--- config.mk ---
export PLATFORM = sky130hd
export DESIGN_NAME = arithmetic_expression_lexer
export DESIGN_NICKNAME = d
export VERILOG_FILES = /design/src/ael_pkg.sv /design/src/ael_front.sv /design/src/ael_mid_fifo.sv /design/src/ael_back.sv /design/src/arithmetic_expression_lexer.sv
export SDC_FILE = /design/constraint.sdc
export NUM_CORES = 2
export LEC_CHECK = 0
export BUFFER_PORTS_ARGS = -buffer_cell sky130_fd_sc_hd__buf_2
export CAP_MARGIN = 20
export CORE_AREA = 3 3 475 477
export DETAILED_ROUTE_END_ITERATION = 7
export DIE_AREA = 0 0 478 480
export SLEW_MARGIN = 20
export SYNTH_ARGS = -nofsm -noshare
export SYNTH_HDL_FRONTEND = slang
export SYNTH_SLANG_ARGS = --single-unit
--- constraint.sdc ---
create_clock -name clk -period 57.4 [get_ports clk]
set_input_delay 14.35 -clock clk [delete_from_list [all_inputs] [get_ports clk]]
set_output_delay 14.35 -clock clk [all_outputs]
set_load 0.02 [all_outputs]
--- src/ael_pkg.sv ---
// Types, constants and helper functions of the arithmetic expression lexer.
`timescale 1ns / 1ps
`default_nettype none
package ael_pkg;

	// Number format and fraction digit limit
	localparam int INTEGER_BITS        = 32;
	localparam int FRACTION_BITS       = 16;
	localparam int MAX_FRACTION_DIGITS = 5;

	// Derived widths
	localparam int MANT_W  = $clog2(10 ** MAX_FRACTION_DIGITS);
	localparam int CNT_W   = $clog2(MAX_FRACTION_DIGITS + 1);
	localparam int QUO_W   = FRACTION_BITS + 1;
	localparam int REM_W   = MANT_W + FRACTION_BITS + 1;
	localparam int SUM_W   = INTEGER_BITS + FRACTION_BITS + 1;
	localparam int VALUE_W = 48;

	// Queue depths (powers of two)
	localparam int MID_DEPTH = 4;
	localparam int MID_PTR_W = $clog2(MID_DEPTH);
	localparam int MID_CNT_W = $clog2(MID_DEPTH + 1);
	localparam int OUT_DEPTH = 4;
	localparam int OUT_PTR_W = $clog2(OUT_DEPTH);
	localparam int OUT_CNT_W = $clog2(OUT_DEPTH + 1);

	// Token kinds
	localparam logic [2:0] KIND_NUM = 3'd0;
	localparam logic [2:0] KIND_OP  = 3'd1;
	localparam logic [2:0] KIND_BR  = 3'd2;
	localparam logic [2:0] KIND_ERR = 3'd3;
	localparam logic [2:0] KIND_END = 3'd4;

	// Error codes
	localparam logic [1:0] ERR_UNKNOWN      = 2'd0;
	localparam logic [1:0] ERR_UPPER_V      = 2'd1;
	localparam logic [1:0] ERR_DOUBLE_POINT = 2'd2;
	localparam logic [1:0] ERR_ADJ_OP       = 2'd3;

	// Character codes
	localparam logic [7:0] CH_SPACE   = 8'h20;
	localparam logic [7:0] CH_POINT   = 8'h2E;
	localparam logic [7:0] CH_ZERO    = 8'h30;
	localparam logic [7:0] CH_NINE    = 8'h39;
	localparam logic [7:0] CH_UPPER_V = 8'h56;
	localparam logic [7:0] CH_PLUS    = 8'h2B;
	localparam logic [7:0] CH_MINUS   = 8'h2D;
	localparam logic [7:0] CH_STAR    = 8'h2A;
	localparam logic [7:0] CH_SLASH   = 8'h2F;
	localparam logic [7:0] CH_LOWER_V = 8'h76;
	localparam logic [7:0] CH_UNDER   = 8'h5F;
	localparam logic [7:0] CH_CARET   = 8'h5E;
	localparam logic [7:0] CH_LPAREN  = 8'h28;
	localparam logic [7:0] CH_RPAREN  = 8'h29;
	localparam logic [7:0] CH_LSQUARE = 8'h5B;
	localparam logic [7:0] CH_RSQUARE = 8'h5D;
	localparam logic [7:0] CH_LCURLY  = 8'h7B;
	localparam logic [7:0] CH_RCURLY  = 8'h7D;

	// Input and result transactions
	typedef struct packed {
		logic [7:0] character;
		logic       end_of_text;
	} item_t;

	typedef struct packed {
		logic [2:0]         kind;
		logic [VALUE_W-1:0] value;
		logic [7:0]         symbol;
		logic [1:0]         error_code;
		logic               final_res;
	} result_t;

	// Token information that rides along the back pipeline
	typedef struct packed {
		logic                    num_v;
		logic [INTEGER_BITS-1:0] acc;
		logic                    tok_v;
		logic [2:0]              kind;
		logic [7:0]              symbol;
		logic [1:0]              code;
		logic                    last;
	} tag_t;

	// One queue entry from front to back
	typedef struct packed {
		tag_t             tag;
		logic [MANT_W-1:0] mant;
		logic [CNT_W-1:0]  cnt;
	} entry_t;

	// Divider stage contents
	typedef struct packed {
		tag_t              tag;
		logic [REM_W-1:0]  rem;
		logic [MANT_W-1:0] div;
		logic [QUO_W-1:0]  quo;
	} stage_t;

	// Ten to the power of a fraction digit count
	function automatic logic [MANT_W-1:0] pow10(input logic [CNT_W-1:0] n);
		logic [MANT_W-1:0] p;
		p = MANT_W'(1);
		for (int i = 0; i < MAX_FRACTION_DIGITS; i++) begin
			if (CNT_W'(i) < n) begin
				p = (p << 3) + (p << 1);
			end
		end
		return p;
	endfunction

	function automatic logic is_operator(input logic [7:0] c);
		return c == CH_PLUS || c == CH_MINUS || c == CH_STAR || c == CH_SLASH ||
			c == CH_LOWER_V || c == CH_UNDER || c == CH_CARET;
	endfunction

	function automatic logic is_bracket(input logic [7:0] c);
		return c == CH_LPAREN || c == CH_RPAREN || c == CH_LSQUARE ||
			c == CH_RSQUARE || c == CH_LCURLY || c == CH_RCURLY;
	endfunction

endpackage
`default_nettype wire

--- src/ael_front.sv ---
// Front end: classifies characters, builds raw numbers and issues queue entries.
`timescale 1ns / 1ps
`default_nettype none
module ael_front (
	input  wire logic            clk,
	input  wire logic            arst_n,
	input  wire logic            accept,
	input  wire ael_pkg::item_t  item,
	output logic                 entry_push,
	output ael_pkg::entry_t      entry
);

	localparam int IB = ael_pkg::INTEGER_BITS;
	localparam int MW = ael_pkg::MANT_W;
	localparam int CW = ael_pkg::CNT_W;

	logic [IB-1:0] acc_q, acc_n;
	logic [MW-1:0] mant_q, mant_n;
	logic [CW-1:0] cnt_q, cnt_n;
	logic          in_num_q, in_num_n;
	logic          point_q, point_n;
	logic          prev_op_q, prev_op_n;
	logic          err_q, err_n;

	logic [7:0]    c;
	logic          last;
	logic          is_digit;
	logic [3:0]    digit;
	logic [IB-1:0] acc_base, acc_dig;
	logic [MW-1:0] mant_base, mant_dig;
	logic [CW-1:0] cnt_base;
	logic          point_base;
	logic          cnt_full;
	logic [IB+3:0] acc_x10;
	logic [MW+3:0] mant_x10;

	logic          num_v, tok_v;
	logic [2:0]    kind;
	logic [7:0]    sym;
	logic [1:0]    code;
	logic [IB-1:0] flush_acc;
	logic [MW-1:0] flush_mant;
	logic [CW-1:0] flush_cnt;

	assign c        = item.character;
	assign last     = item.end_of_text;
	assign is_digit = (c >= ael_pkg::CH_ZERO) && (c <= ael_pkg::CH_NINE);
	assign digit    = c[3:0];

	// A new number starts from zero
	assign acc_base   = in_num_q ? acc_q : '0;
	assign mant_base  = in_num_q ? mant_q : '0;
	assign cnt_base   = in_num_q ? cnt_q : '0;
	assign point_base = in_num_q & point_q;
	assign cnt_full   = cnt_base >= CW'(ael_pkg::MAX_FRACTION_DIGITS);

	// Append one decimal digit, saturating the integer part
	assign acc_x10  = ((IB+4)'(acc_base) << 3) + ((IB+4)'(acc_base) << 1) + (IB+4)'(digit);
	assign acc_dig  = (|acc_x10[IB+3:IB]) ? '1 : acc_x10[IB-1:0];
	assign mant_x10 = ((MW+4)'(mant_base) << 3) + ((MW+4)'(mant_base) << 1) + (MW+4)'(digit);
	assign mant_dig = mant_x10[MW-1:0];

	// Classify the character and work out the tokens it produces
	always_comb begin
		acc_n      = acc_q;
		mant_n     = mant_q;
		cnt_n      = cnt_q;
		in_num_n   = in_num_q;
		point_n    = point_q;
		prev_op_n  = prev_op_q;
		err_n      = err_q;
		num_v      = 1'b0;
		tok_v      = 1'b0;
		kind       = ael_pkg::KIND_NUM;
		sym        = '0;
		code       = ael_pkg::ERR_UNKNOWN;
		flush_acc  = acc_q;
		flush_mant = mant_q;
		flush_cnt  = cnt_q;

		if (err_q) begin
			if (last) begin
				tok_v = 1'b1;
				kind  = ael_pkg::KIND_END;
			end
		end else if (is_digit) begin
			in_num_n = 1'b1;
			point_n  = point_base;
			if (!in_num_q) begin
				prev_op_n = 1'b0;
			end
			acc_n  = point_base ? acc_base : acc_dig;
			mant_n = (point_base && !cnt_full) ? mant_dig : mant_base;
			cnt_n  = (point_base && !cnt_full) ? cnt_base + CW'(1) : cnt_base;
			flush_acc  = acc_n;
			flush_mant = mant_n;
			flush_cnt  = cnt_n;
			num_v      = last;
		end else if (c == ael_pkg::CH_POINT && in_num_q) begin
			if (point_q) begin
				// Double point drops the pending number
				tok_v    = 1'b1;
				kind     = ael_pkg::KIND_ERR;
				sym      = c;
				code     = ael_pkg::ERR_DOUBLE_POINT;
				err_n    = 1'b1;
				in_num_n = 1'b0;
				point_n  = 1'b0;
			end else begin
				point_n = 1'b1;
				num_v   = last;
			end
		end else begin
			// Flush the pending number, then handle the character
			num_v    = in_num_q;
			in_num_n = 1'b0;
			point_n  = 1'b0;
			if (c == ael_pkg::CH_SPACE) begin
				prev_op_n = 1'b0;
			end else if (c == ael_pkg::CH_UPPER_V) begin
				tok_v = 1'b1;
				kind  = ael_pkg::KIND_ERR;
				sym   = c;
				code  = ael_pkg::ERR_UPPER_V;
				err_n = 1'b1;
			end else if (ael_pkg::is_operator(c)) begin
				tok_v = 1'b1;
				sym   = c;
				if (prev_op_q) begin
					kind  = ael_pkg::KIND_ERR;
					code  = ael_pkg::ERR_ADJ_OP;
					err_n = 1'b1;
				end else begin
					kind      = ael_pkg::KIND_OP;
					prev_op_n = 1'b1;
				end
			end else if (ael_pkg::is_bracket(c)) begin
				tok_v     = 1'b1;
				kind      = ael_pkg::KIND_BR;
				sym       = c;
				prev_op_n = 1'b0;
			end else begin
				tok_v = 1'b1;
				kind  = ael_pkg::KIND_ERR;
				sym   = c;
				code  = ael_pkg::ERR_UNKNOWN;
				err_n = 1'b1;
			end
			if (last && !num_v && !tok_v) begin
				tok_v = 1'b1;
				kind  = ael_pkg::KIND_END;
			end
		end

		// The last character returns everything to the reset state
		if (last) begin
			acc_n     = '0;
			mant_n    = '0;
			cnt_n     = '0;
			in_num_n  = 1'b0;
			point_n   = 1'b0;
			prev_op_n = 1'b0;
			err_n     = 1'b0;
		end
	end

	// Build the queue entry
	assign entry_push       = accept && (num_v || tok_v);
	assign entry.tag.num_v  = num_v;
	assign entry.tag.acc    = flush_acc;
	assign entry.tag.tok_v  = tok_v;
	assign entry.tag.kind   = kind;
	assign entry.tag.symbol = sym;
	assign entry.tag.code   = code;
	assign entry.tag.last   = last;
	assign entry.mant       = flush_mant;
	assign entry.cnt        = flush_cnt;

	// Advance the lexer state on each accepted transaction
	always_ff @(posedge clk or negedge arst_n) begin
		if (!arst_n) begin
			acc_q     <= '0;
			mant_q    <= '0;
			cnt_q     <= '0;
			in_num_q  <= 1'b0;
			point_q   <= 1'b0;
			prev_op_q <= 1'b0;
			err_q     <= 1'b0;
		end else if (accept) begin
			acc_q     <= acc_n;
			mant_q    <= mant_n;
			cnt_q     <= cnt_n;
			in_num_q  <= in_num_n;
			point_q   <= point_n;
			prev_op_q <= prev_op_n;
			err_q     <= err_n;
		end
	end

endmodule
`default_nettype wire

--- src/ael_mid_fifo.sv ---
// Short entry queue that decouples the front end from the back end.
`timescale 1ns / 1ps
`default_nettype none
module ael_mid_fifo (
	input  wire logic             clk,
	input  wire logic             arst_n,
	input  wire logic             wr_en,
	input  wire ael_pkg::entry_t  wr_data,
	output logic                  full,
	input  wire logic             rd_en,
	output ael_pkg::entry_t       rd_data,
	output logic                  empty
);

	localparam int PW = ael_pkg::MID_PTR_W;
	localparam int NW = ael_pkg::MID_CNT_W;

	ael_pkg::entry_t mem_q [ael_pkg::MID_DEPTH];
	logic [PW-1:0]   wr_ptr_q, rd_ptr_q;
	logic [NW-1:0]   cnt_q;
	logic            do_wr, do_rd;

	assign full    = cnt_q == NW'(ael_pkg::MID_DEPTH);
	assign empty   = cnt_q == '0;
	assign do_wr   = wr_en && !full;
	assign do_rd   = rd_en && !empty;
	assign rd_data = mem_q[rd_ptr_q];

	// Store entries
	always_ff @(posedge clk) begin
		if (do_wr) begin
			mem_q[wr_ptr_q] <= wr_data;
		end
	end

	// Track pointers and fill level
	always_ff @(posedge clk or negedge arst_n) begin
		if (!arst_n) begin
			wr_ptr_q <= '0;
			rd_ptr_q <= '0;
			cnt_q    <= '0;
		end else begin
			if (do_wr) begin
				wr_ptr_q <= wr_ptr_q + PW'(1);
			end
			if (do_rd) begin
				rd_ptr_q <= rd_ptr_q + PW'(1);
			end
			cnt_q <= cnt_q + NW'(do_wr) - NW'(do_rd);
		end
	end

endmodule
`default_nettype wire

--- src/ael_back.sv ---
// Back end: fraction divider pipeline, value saturation and result queue.
`timescale 1ns / 1ps
`default_nettype none
module ael_back (
	input  wire logic             clk,
	input  wire logic             arst_n,
	input  wire logic             entry_valid,
	input  wire ael_pkg::entry_t  entry,
	output logic                  entry_pop,
	output logic                  empty,
	input  wire logic             pop,
	output ael_pkg::result_t      result
);

	localparam int QW  = ael_pkg::QUO_W;
	localparam int RW  = ael_pkg::REM_W;
	localparam int SW  = ael_pkg::SUM_W;
	localparam int FB  = ael_pkg::FRACTION_BITS;
	localparam int PW  = ael_pkg::OUT_PTR_W;
	localparam int NW  = ael_pkg::OUT_CNT_W;

	logic             valid_s [QW+1];
	ael_pkg::stage_t  data_s  [QW+1];
	ael_pkg::stage_t  step_d  [QW+1];
	ael_pkg::stage_t  load;
	logic             adv;

	ael_pkg::stage_t  tail;
	logic             tail_v;
	logic [SW-1:0]    sum;
	logic [SW-2:0]    total;
	ael_pkg::result_t res_num, res_tok, res_first;
	logic             two_wr;

	ael_pkg::result_t out_q [ael_pkg::OUT_DEPTH];
	logic [PW-1:0]    wr_ptr_q, rd_ptr_q;
	logic [NW-1:0]    cnt_q;
	logic             do_wr, do_rd;
	logic [NW-1:0]    n_wr;

	// Prepare the dividend and divisor: rounded mantissa * 2^F / 10^count
	always_comb begin
		load.tag = entry.tag;
		load.div = ael_pkg::pow10(entry.cnt);
		load.rem = (RW'(entry.mant) << FB) + RW'(load.div >> 1);
		load.quo = '0;
	end

	// Stall the whole pipeline when the tail stage holds an entry and the result queue lacks room for two
	assign tail    = data_s[QW];
	assign tail_v  = valid_s[QW];
	assign adv     = !tail_v || (cnt_q <= NW'(ael_pkg::OUT_DEPTH - 2));
	assign entry_pop = adv && entry_valid;

	// Stage 0 takes the queue head
	always_ff @(posedge clk or negedge arst_n) begin
		if (!arst_n) begin
			valid_s[0] <= 1'b0;
		end else if (adv) begin
			valid_s[0] <= entry_valid;
		end
	end

	always_ff @(posedge clk) begin
		if (adv) begin
			data_s[0] <= load;
		end
	end

	assign step_d[0] = data_s[0];

	// One quotient bit per stage, most significant first
	for (genvar k = 1; k <= QW; k++) begin : g_div
		localparam int B = QW - k;
		logic [RW-1:0] shifted;

		assign shifted = RW'(data_s[k-1].div) << B;

		always_comb begin
			step_d[k] = data_s[k-1];
			if (data_s[k-1].rem >= shifted) begin
				step_d[k].rem    = data_s[k-1].rem - shifted;
				step_d[k].quo[B] = 1'b1;
			end
		end

		always_ff @(posedge clk or negedge arst_n) begin
			if (!arst_n) begin
				valid_s[k] <= 1'b0;
			end else if (adv) begin
				valid_s[k] <= valid_s[k-1];
			end
		end

		always_ff @(posedge clk) begin
			if (adv) begin
				data_s[k] <= step_d[k];
			end
		end
	end

	// Join integer and fraction, saturating at the top of the format
	assign sum   = (SW'(tail.tag.acc) << FB) + SW'(tail.quo);
	assign total = sum[SW-1] ? '1 : sum[SW-2:0];

	always_comb begin
		res_num.kind       = ael_pkg::KIND_NUM;
		res_num.value      = ael_pkg::VALUE_W'(total);
		res_num.symbol     = '0;
		res_num.error_code = ael_pkg::ERR_UNKNOWN;
		res_num.final_res  = tail.tag.last && !tail.tag.tok_v;

		res_tok.kind       = tail.tag.kind;
		res_tok.value      = '0;
		res_tok.symbol     = tail.tag.symbol;
		res_tok.error_code = tail.tag.code;
		res_tok.final_res  = tail.tag.last;

		res_first = tail.tag.num_v ? res_num : res_tok;
	end

	// Result queue takes up to two transactions per cycle
	assign do_wr  = adv && tail_v;
	assign two_wr = tail.tag.num_v && tail.tag.tok_v;
	assign n_wr   = do_wr ? (two_wr ? NW'(2) : NW'(1)) : '0;
	assign empty  = cnt_q == '0;
	assign do_rd  = pop && !empty;
	assign result = out_q[rd_ptr_q];

	always_ff @(posedge clk) begin
		if (do_wr) begin
			out_q[wr_ptr_q] <= res_first;
			if (two_wr) begin
				out_q[wr_ptr_q + PW'(1)] <= res_tok;
			end
		end
	end

	always_ff @(posedge clk or negedge arst_n) begin
		if (!arst_n) begin
			wr_ptr_q <= '0;
			rd_ptr_q <= '0;
			cnt_q    <= '0;
		end else begin
			wr_ptr_q <= wr_ptr_q + PW'(n_wr);
			if (do_rd) begin
				rd_ptr_q <= rd_ptr_q + PW'(1);
			end
			cnt_q <= cnt_q + n_wr - NW'(do_rd);
		end
	end

endmodule
`default_nettype wire

--- src/arithmetic_expression_lexer.sv ---
// Top level of the arithmetic expression lexer.
//
// Input queue side: a character transaction is taken when push is high and full is low;
// end_of_text marks the last character of an expression. One character a cycle is taken
// while the internal entry queue has room.
// Result queue side: while empty is low the oldest token sits on result; it leaves when
// pop is high. A character yields zero, one or two tokens; the last one carries final_res.
// Path: a character's tokens pass the entry queue, load stage 0, the fraction divider
// that resolves one quotient bit per stage and the result queue. Throughput is one entry
// a cycle while the result queue has room for two tokens; a character that yields two
// tokens fills two slots of the four-deep result queue.
// When pop stays low the result queue fills, the divider pipeline holds, the entry queue
// fills and full rises; nothing is dropped.
// Reset (arst_n low) empties both queues and the pipeline and returns the lexer to the
// start of an expression with no error pending.
`timescale 1ns / 1ps
`default_nettype none
module arithmetic_expression_lexer (
	input  wire logic              clk,
	input  wire logic              arst_n,
	input  wire logic              push,
	output logic                   full,
	input  wire ael_pkg::item_t    item,
	output logic                   empty,
	input  wire logic              pop,
	output ael_pkg::result_t       result
);

	logic            accept;
	logic            entry_push;
	ael_pkg::entry_t front_entry;
	ael_pkg::entry_t head_entry;
	logic            mid_empty;
	logic            entry_pop;

	assign accept = push && !full;

	// Character classification and number building
	ael_front u_front (
		.clk        (clk),
		.arst_n     (arst_n),
		.accept     (accept),
		.item       (item),
		.entry_push (entry_push),
		.entry      (front_entry)
	);

	// Decoupling queue
	ael_mid_fifo u_mid_fifo (
		.clk     (clk),
		.arst_n  (arst_n),
		.wr_en   (entry_push),
		.wr_data (front_entry),
		.full    (full),
		.rd_en   (entry_pop),
		.rd_data (head_entry),
		.empty   (mid_empty)
	);

	// Value conversion and result delivery
	ael_back u_back (
		.clk         (clk),
		.arst_n      (arst_n),
		.entry_valid (!mid_empty),
		.entry       (head_entry),
		.entry_pop   (entry_pop),
		.empty       (empty),
		.pop         (pop),
		.result      (result)
	);

endmodule
`default_nettype wire

# [Word-level counts from Yosys, hierarchy flattened]
# Memory sizes are Yosys's and may differ from the RTL's.
# Cells that the tools add are included.
[totals] reg_bits=88 ram_bits=2608 input_bits=13 output_inout_bits=64 wordCells=296 memories=3
[op_classes] add_sub_neg=37 magnitude_cmp=26 eq_ne=22 n_mux=134 bitwise_logic=1 reduce_logical=42
[memory_table] memory="u_back.data_s" words=18 width=116 rd=18 rd_ports_with_merged_regs=0 wr=18 line_no="ael_back.sv:23" rtl="ael_pkg::stage_t data_s [QW+1];"
[memory_table] memory="u_mid_fifo.mem_q" words=4 width=68 rd=1 rd_ports_with_merged_regs=0 wr=1 line_no="ael_mid_fifo.sv:18" rtl="ael_pkg::entry_t mem_q [ael_pkg::MID_DEPTH];"
[memory_table] memory="u_back.out_q" words=4 width=62 rd=1 rd_ports_with_merged_regs=0 wr=2 line_no="ael_back.sv:35" rtl="ael_pkg::result_t out_q [ael_pkg::OUT_DEPTH];"
[op_table] op="2-to-1 mux 34 bit" n=17
[op_table] op="2-to-1 mux 32 bit" n=6
[op_table] op="2-to-1 mux 17 bit" n=9
[op_table] op="adder 17 bit" n=5
[op_table] op="2-to-1 mux 1 bit" n=69
[op_table] op="== test 8 x 6 -> 1 bit, second input constant" n=8
[op_table] op="== test 8 x 7 -> 1 bit, second input constant" n=8
[op_table] op="2-to-1 mux 62 bit" n=1
[op_table] op="adder 48 x 17 -> 49 bit" n=1
[op_table] op="2-to-1 mux 48 bit" n=1
[op_table] op="2-to-1 mux 3 bit" n=14
[op_table] op="2-to-1 mux 8 bit" n=5
[op_table] op="adder 35 x 33 -> 36 bit" n=1
[op_table] op="adder 36 x 4 -> 36 bit" n=1
[op_table] op="adder 33 x 16 -> 34 bit" n=1
[op_table] op=">= comparator 34 x 17 -> 1 bit" n=1
[op_table] op=">= comparator 34 x 18 -> 1 bit" n=1
[op_table] op=">= comparator 34 x 19 -> 1 bit" n=1
[op_table] op=">= comparator 34 x 20 -> 1 bit" n=1
[op_table] op=">= comparator 34 x 21 -> 1 bit" n=1
[op_table] op=">= comparator 34 x 22 -> 1 bit" n=1
[op_table] op=">= comparator 34 x 23 -> 1 bit" n=1
[op_table] op=">= comparator 34 x 24 -> 1 bit" n=1
[op_table] op=">= comparator 34 x 25 -> 1 bit" n=1
[op_table] op="other kinds (56)" n=106

# [Logic depth before layout (Yosys ltp)]
[depth] ltp_word=16 depth_mapped=19 depth_no_buf=14

# [By module]
# From an unflattened synthesis, not the netlist that was laid out.
[hier_totals] hier_cells=7161 hier_area_um2=100971.8
[modules_own_cells] mod="ael_back" instances=1 cells_per_inst=5909 area_each_um2=83797.9 seq_area_each_um2=58130.8
[modules_own_cells] mod="ael_mid_fifo" instances=1 cells_per_inst=397 area_each_um2=10356.2 seq_area_each_um2=8343.0
[modules_own_cells] mod="ael_front" instances=1 cells_per_inst=853 area_each_um2=6800.3 seq_area_each_um2=1401.3
[modules_own_cells] mod="arithmetic_expression_lexer" instances=1 cells_per_inst=2 area_each_um2=17.5 seq_area_each_um2=0.0

# [Worst setup path before layout]
# No wires, ideal clock.
[synth_timing] path_type="reg-to-reg" start="register u_back.cnt_q[1]" end="register (tool-made name)" t_arrival_ns=47.118 t_required_ns=54.650 path_slack_ns=7.533 path_stages_with_launch=5 path_buffers=2 period_less_slack_ns=49.867 cell_sequence="dfrtp_1 a21oi_1 nand2b_1 clkbuf_1 clkbuf_1"
[synth_rtl] element="start, declared" line_no="ael_back.sv:37" rtl="logic [NW-1:0] cnt_q;"
[synth_rtl] element="start signal, assigned" line_no="ael_back.sv:149" rtl="cnt_q <= cnt_q + n_wr - NW'(do_rd);"

==> flow_summary.yaml <==
clock_network:
  cts_root_buf: "clkbuf_16"
  clockBufferDepth: 3
  hold_buffers: 0
  clock-sinks: 2322
  numCtsBuffers: 230
  cts_tree: "done"
  clk_transition_reported_paths_ns: 0.06
  post_cts.repair.setup_buffers: 0
  clk_latency_ns: 0.87
  ctsResizeCount: 0
  htree_levels: 4
sta:
  hold_viol: 0
  holdWs_ns: 0.335
  worst_slack_ns: 39.08
  fin_crit_sh_pct: 31.9
  clock_skew_ns: 0.0892
  rsz0062_at_grt: "false"
  tns_ns: 0
  fmax_ghz: 0.0546
  maxSlewViolCount: 0
  max_slew_margin_pct: 29.0
  tightestPinTransition_ns: 1.06
  period_needed_ns: 18.32
  setup_viol: 0
logic_synthesis:
  yosysMostFrequentCell: "edfxtp_1"
  yosys-top-cells-count: "edfxtp_1, nand2_1, o21ai_0"
  avgSynthCellArea_sq_um: 14.0
  syn_inst: 7111
  ys_warn_count: 0
  ys_types: 89
  async_flop_share_pct: 3.79
  synth.largest_area_cell: "edfxtp_1"
  synth_area_leaders: "edfxtp_1, ha_1, dfxtp_1"
  synth_top_area_share_pct: 61.7
  netlist_area_sq_mm: 0.0994
  synth-edff-count: 2042
  synthFlopType: "edfxtp_1"
  synth.ff_latch_count: 2322
  yosysSeqAreaShare_pct: 67.8
setup_path:
  crit_chain: "buf_2 > xnor2_1 > ha_1 > ha_1 > a211oi_1 > o21ai_0 > a211oi_1 > nor4_1 > o211ai_1 > o31ai_1 > a21oi_1 > buf_4 > or2_2 > o22a_1"
  crit_family: "compound AO/OA/AOI/OAI gates"
  endpoint_kind: "flop"
  worst-endpoint-arrival_ns: 18.97
  start_kind: "primary input"
  path_buf_inv: 2
  critPathSlowestCell: "or2_2"
  crit_type: "primary input to flop"
  path_max_fanout: 32
  required_ns: 58.04
  r2r-start: "u_back.cnt_q[1]"
  crit_start: "item[4]"
  slowest_delay_ns: 0.70
grt:
  grt_antenna_before_repair: 1
  grt_pass1_wl_mm: 293
  grt_usage_pct: 15.6
  grt_pass1_vias: 55000
  grt_overflow: 0
  grt_max_degree: 183
power:
  leakage_nw: 42.0
  p_per_area_mw_per_mm2: 67.8
  vdd_drop_max_v: 0.0000400
  pwr-share-clk_pct: 19.4
  combPwrFrac_pct: 35.5
  sw_frac_of_total_pct: 34.4
  pwr-share-seq_pct: 45.1
  intPower_mw: 4.94
  p_sw_mw: 2.59
  total_power_mw: 7.53
outcome:
  status: "finished, violations left"
  violations: "DRC"
final_layout:
  nets: 7733
  multi_input_area_sq_mm: 0.0299
  nFillCells: 18600
  area_growth_pct: 11.7
  layout-drive-gt1-share_pct: 9.52
  finish.instance_area_sq_mm: 0.111
  seq_area_sq_mm: 0.0674
route:
  final_antenna_net_count: 0
  vias_per_cell: 5.24
  vias: 54800
  wirelength_mm: 181
  drt_iter0_drc: 3780
  first_pass_iters: 8
  wl_per_cell_microns: 17.3
  drc: 3
floorplanning:
  fp.dieH_microns: 480
  core-area_sq_mm: 0.222
  io_pins: 77
  start_util_pct: 44.8
  die-width_microns: 478
  rows: 173
  die_area_sq_mm: 0.229
placement:
  place.gp.congestion: 0.856
  pre_cts_ws_ns: 38.36
  dpl_cell_area_sq_mm: 0.103
  port_buffers: 76
  dpl.hpwl_mm: 120
flow_run:
  maxCapViolCount: 0
worst_hold_path:
  hp-class: "flop to flop"
  min_from: "u_back.data_s[2][109]"
final timing paths:
kind | cells past startpoint | endpoint | slack (ns)
hold reg to reg | 0 | u_back.data_s[3][109] | 0.33
setup / recovery | 14 | u_mid_fifo.mem_q[1][54] | 39.08
min in group asynchronous | 1 | u_back.wr_ptr_q[0] | 13.39
hold / removal | 0 | u_back.data_s[3][109] | 0.33
max in group asynchronous | 2 | u_mid_fifo.rd_ptr_q[0] | 42.55
setup reg to reg | 7 | u_back.data_s[3][48] | 51.20
layout make-up:
type                    count  share of cell area, %
flip-flops and latches   2322                   60.7
multi-input cells        4193                   27.0
clock buffers             310                   5.65
well taps                2975                   3.35
inverters                 405                   1.37
clock inverters           118                   1.16
repair buffers            138                  0.805
diodes                      2                0.00451
per-layer routing:
| layer | global-route usage [%] | part of all wire [%] |
|---|---|---|
| met2 | 26.5 | 49 |
| met5 | 0 | 0.13 |
| met4 | 4.83 | 2.6 |
| met1 | 20.7 | 45 |
| met3 | 2.45 | 3.5 |
flip-flops by register name (all words and copies together), names as in the netlist, 2 cells and up, named ones only:
register,flops
u_back.out_q,248
u_back.data_s,1713
u_back.cnt_q,3
u_back.valid_s,17
u_front.mant_q,17
u_mid_fifo.cnt_q,3
u_mid_fifo.rd_ptr_q,2
u_mid_fifo.mem_q,272
u_front.acc_q,32
u_back.rd_ptr_q,2
u_mid_fifo.wr_ptr_q,2
u_back.wr_ptr_q,2
u_front.cnt_q,3
logic make-up (layout without fill, tap and decap cells):
logic type,count (synthesis),in the layout,share of synthesized area [%]
flops,2322,2322,67.8
simple gates,1787,1787,8.72
compound gates,1383,1383,8.55
buf+inv,597,971,2.27
fa+ha+maj,430,430,5.58
xor+xnor,405,405,3.57
mux,186,186,3.56
other cells,1,4,0.00377
stage by stage:
stage / cells / util (%)
2_1_floorplan: 7112 / -
3_3_place_gp: 10000 / 46.6
3_5_place_dp: 10000 / 46.6
4_1_cts: 10500 / 50.0
5_1_grt: 10500 / 50.0
6_report: 10500 / 50.0
worst reg2reg max path, cell delays in order (launching register included):
cell and delay, ns:
dfrtp_1 0.40, a21oi_1 0.26, nand2b_4 0.70, buf_4 0.78, buf_4 0.89, buf_12 0.65
buf_4 0.99, buf_4 1.02
power groups by stage:
stage          Clock, mW  Combinational, mW  Sequential, mW
3_5_place_dp           0               2.67            3.44
6_report            1.46               2.67            3.40
4_1_cts             1.51               2.69            3.41
2_1_floorplan          0               2.08            4.47
5_1_grt             1.58               3.01            3.49
3_3_place_gp           0               2.62            3.41
layout by cell type (no fill, tap or decap), types with 122 or more instances in the layout:
cell type / n
nand2_1: 607
dfxtp_1: 192
a21oi_1: 307
xnor2_1: 180
edfxtp_1: 2042
a21o_1: 122
nor2_1: 369
o21ai_0: 538
ha_1: 408
mux4_2: 130
and2_1: 125
clkbuf_16: 232
inv_1: 404
xor2_1: 225
No activity file was read; power rests on OpenSTA's default activity.
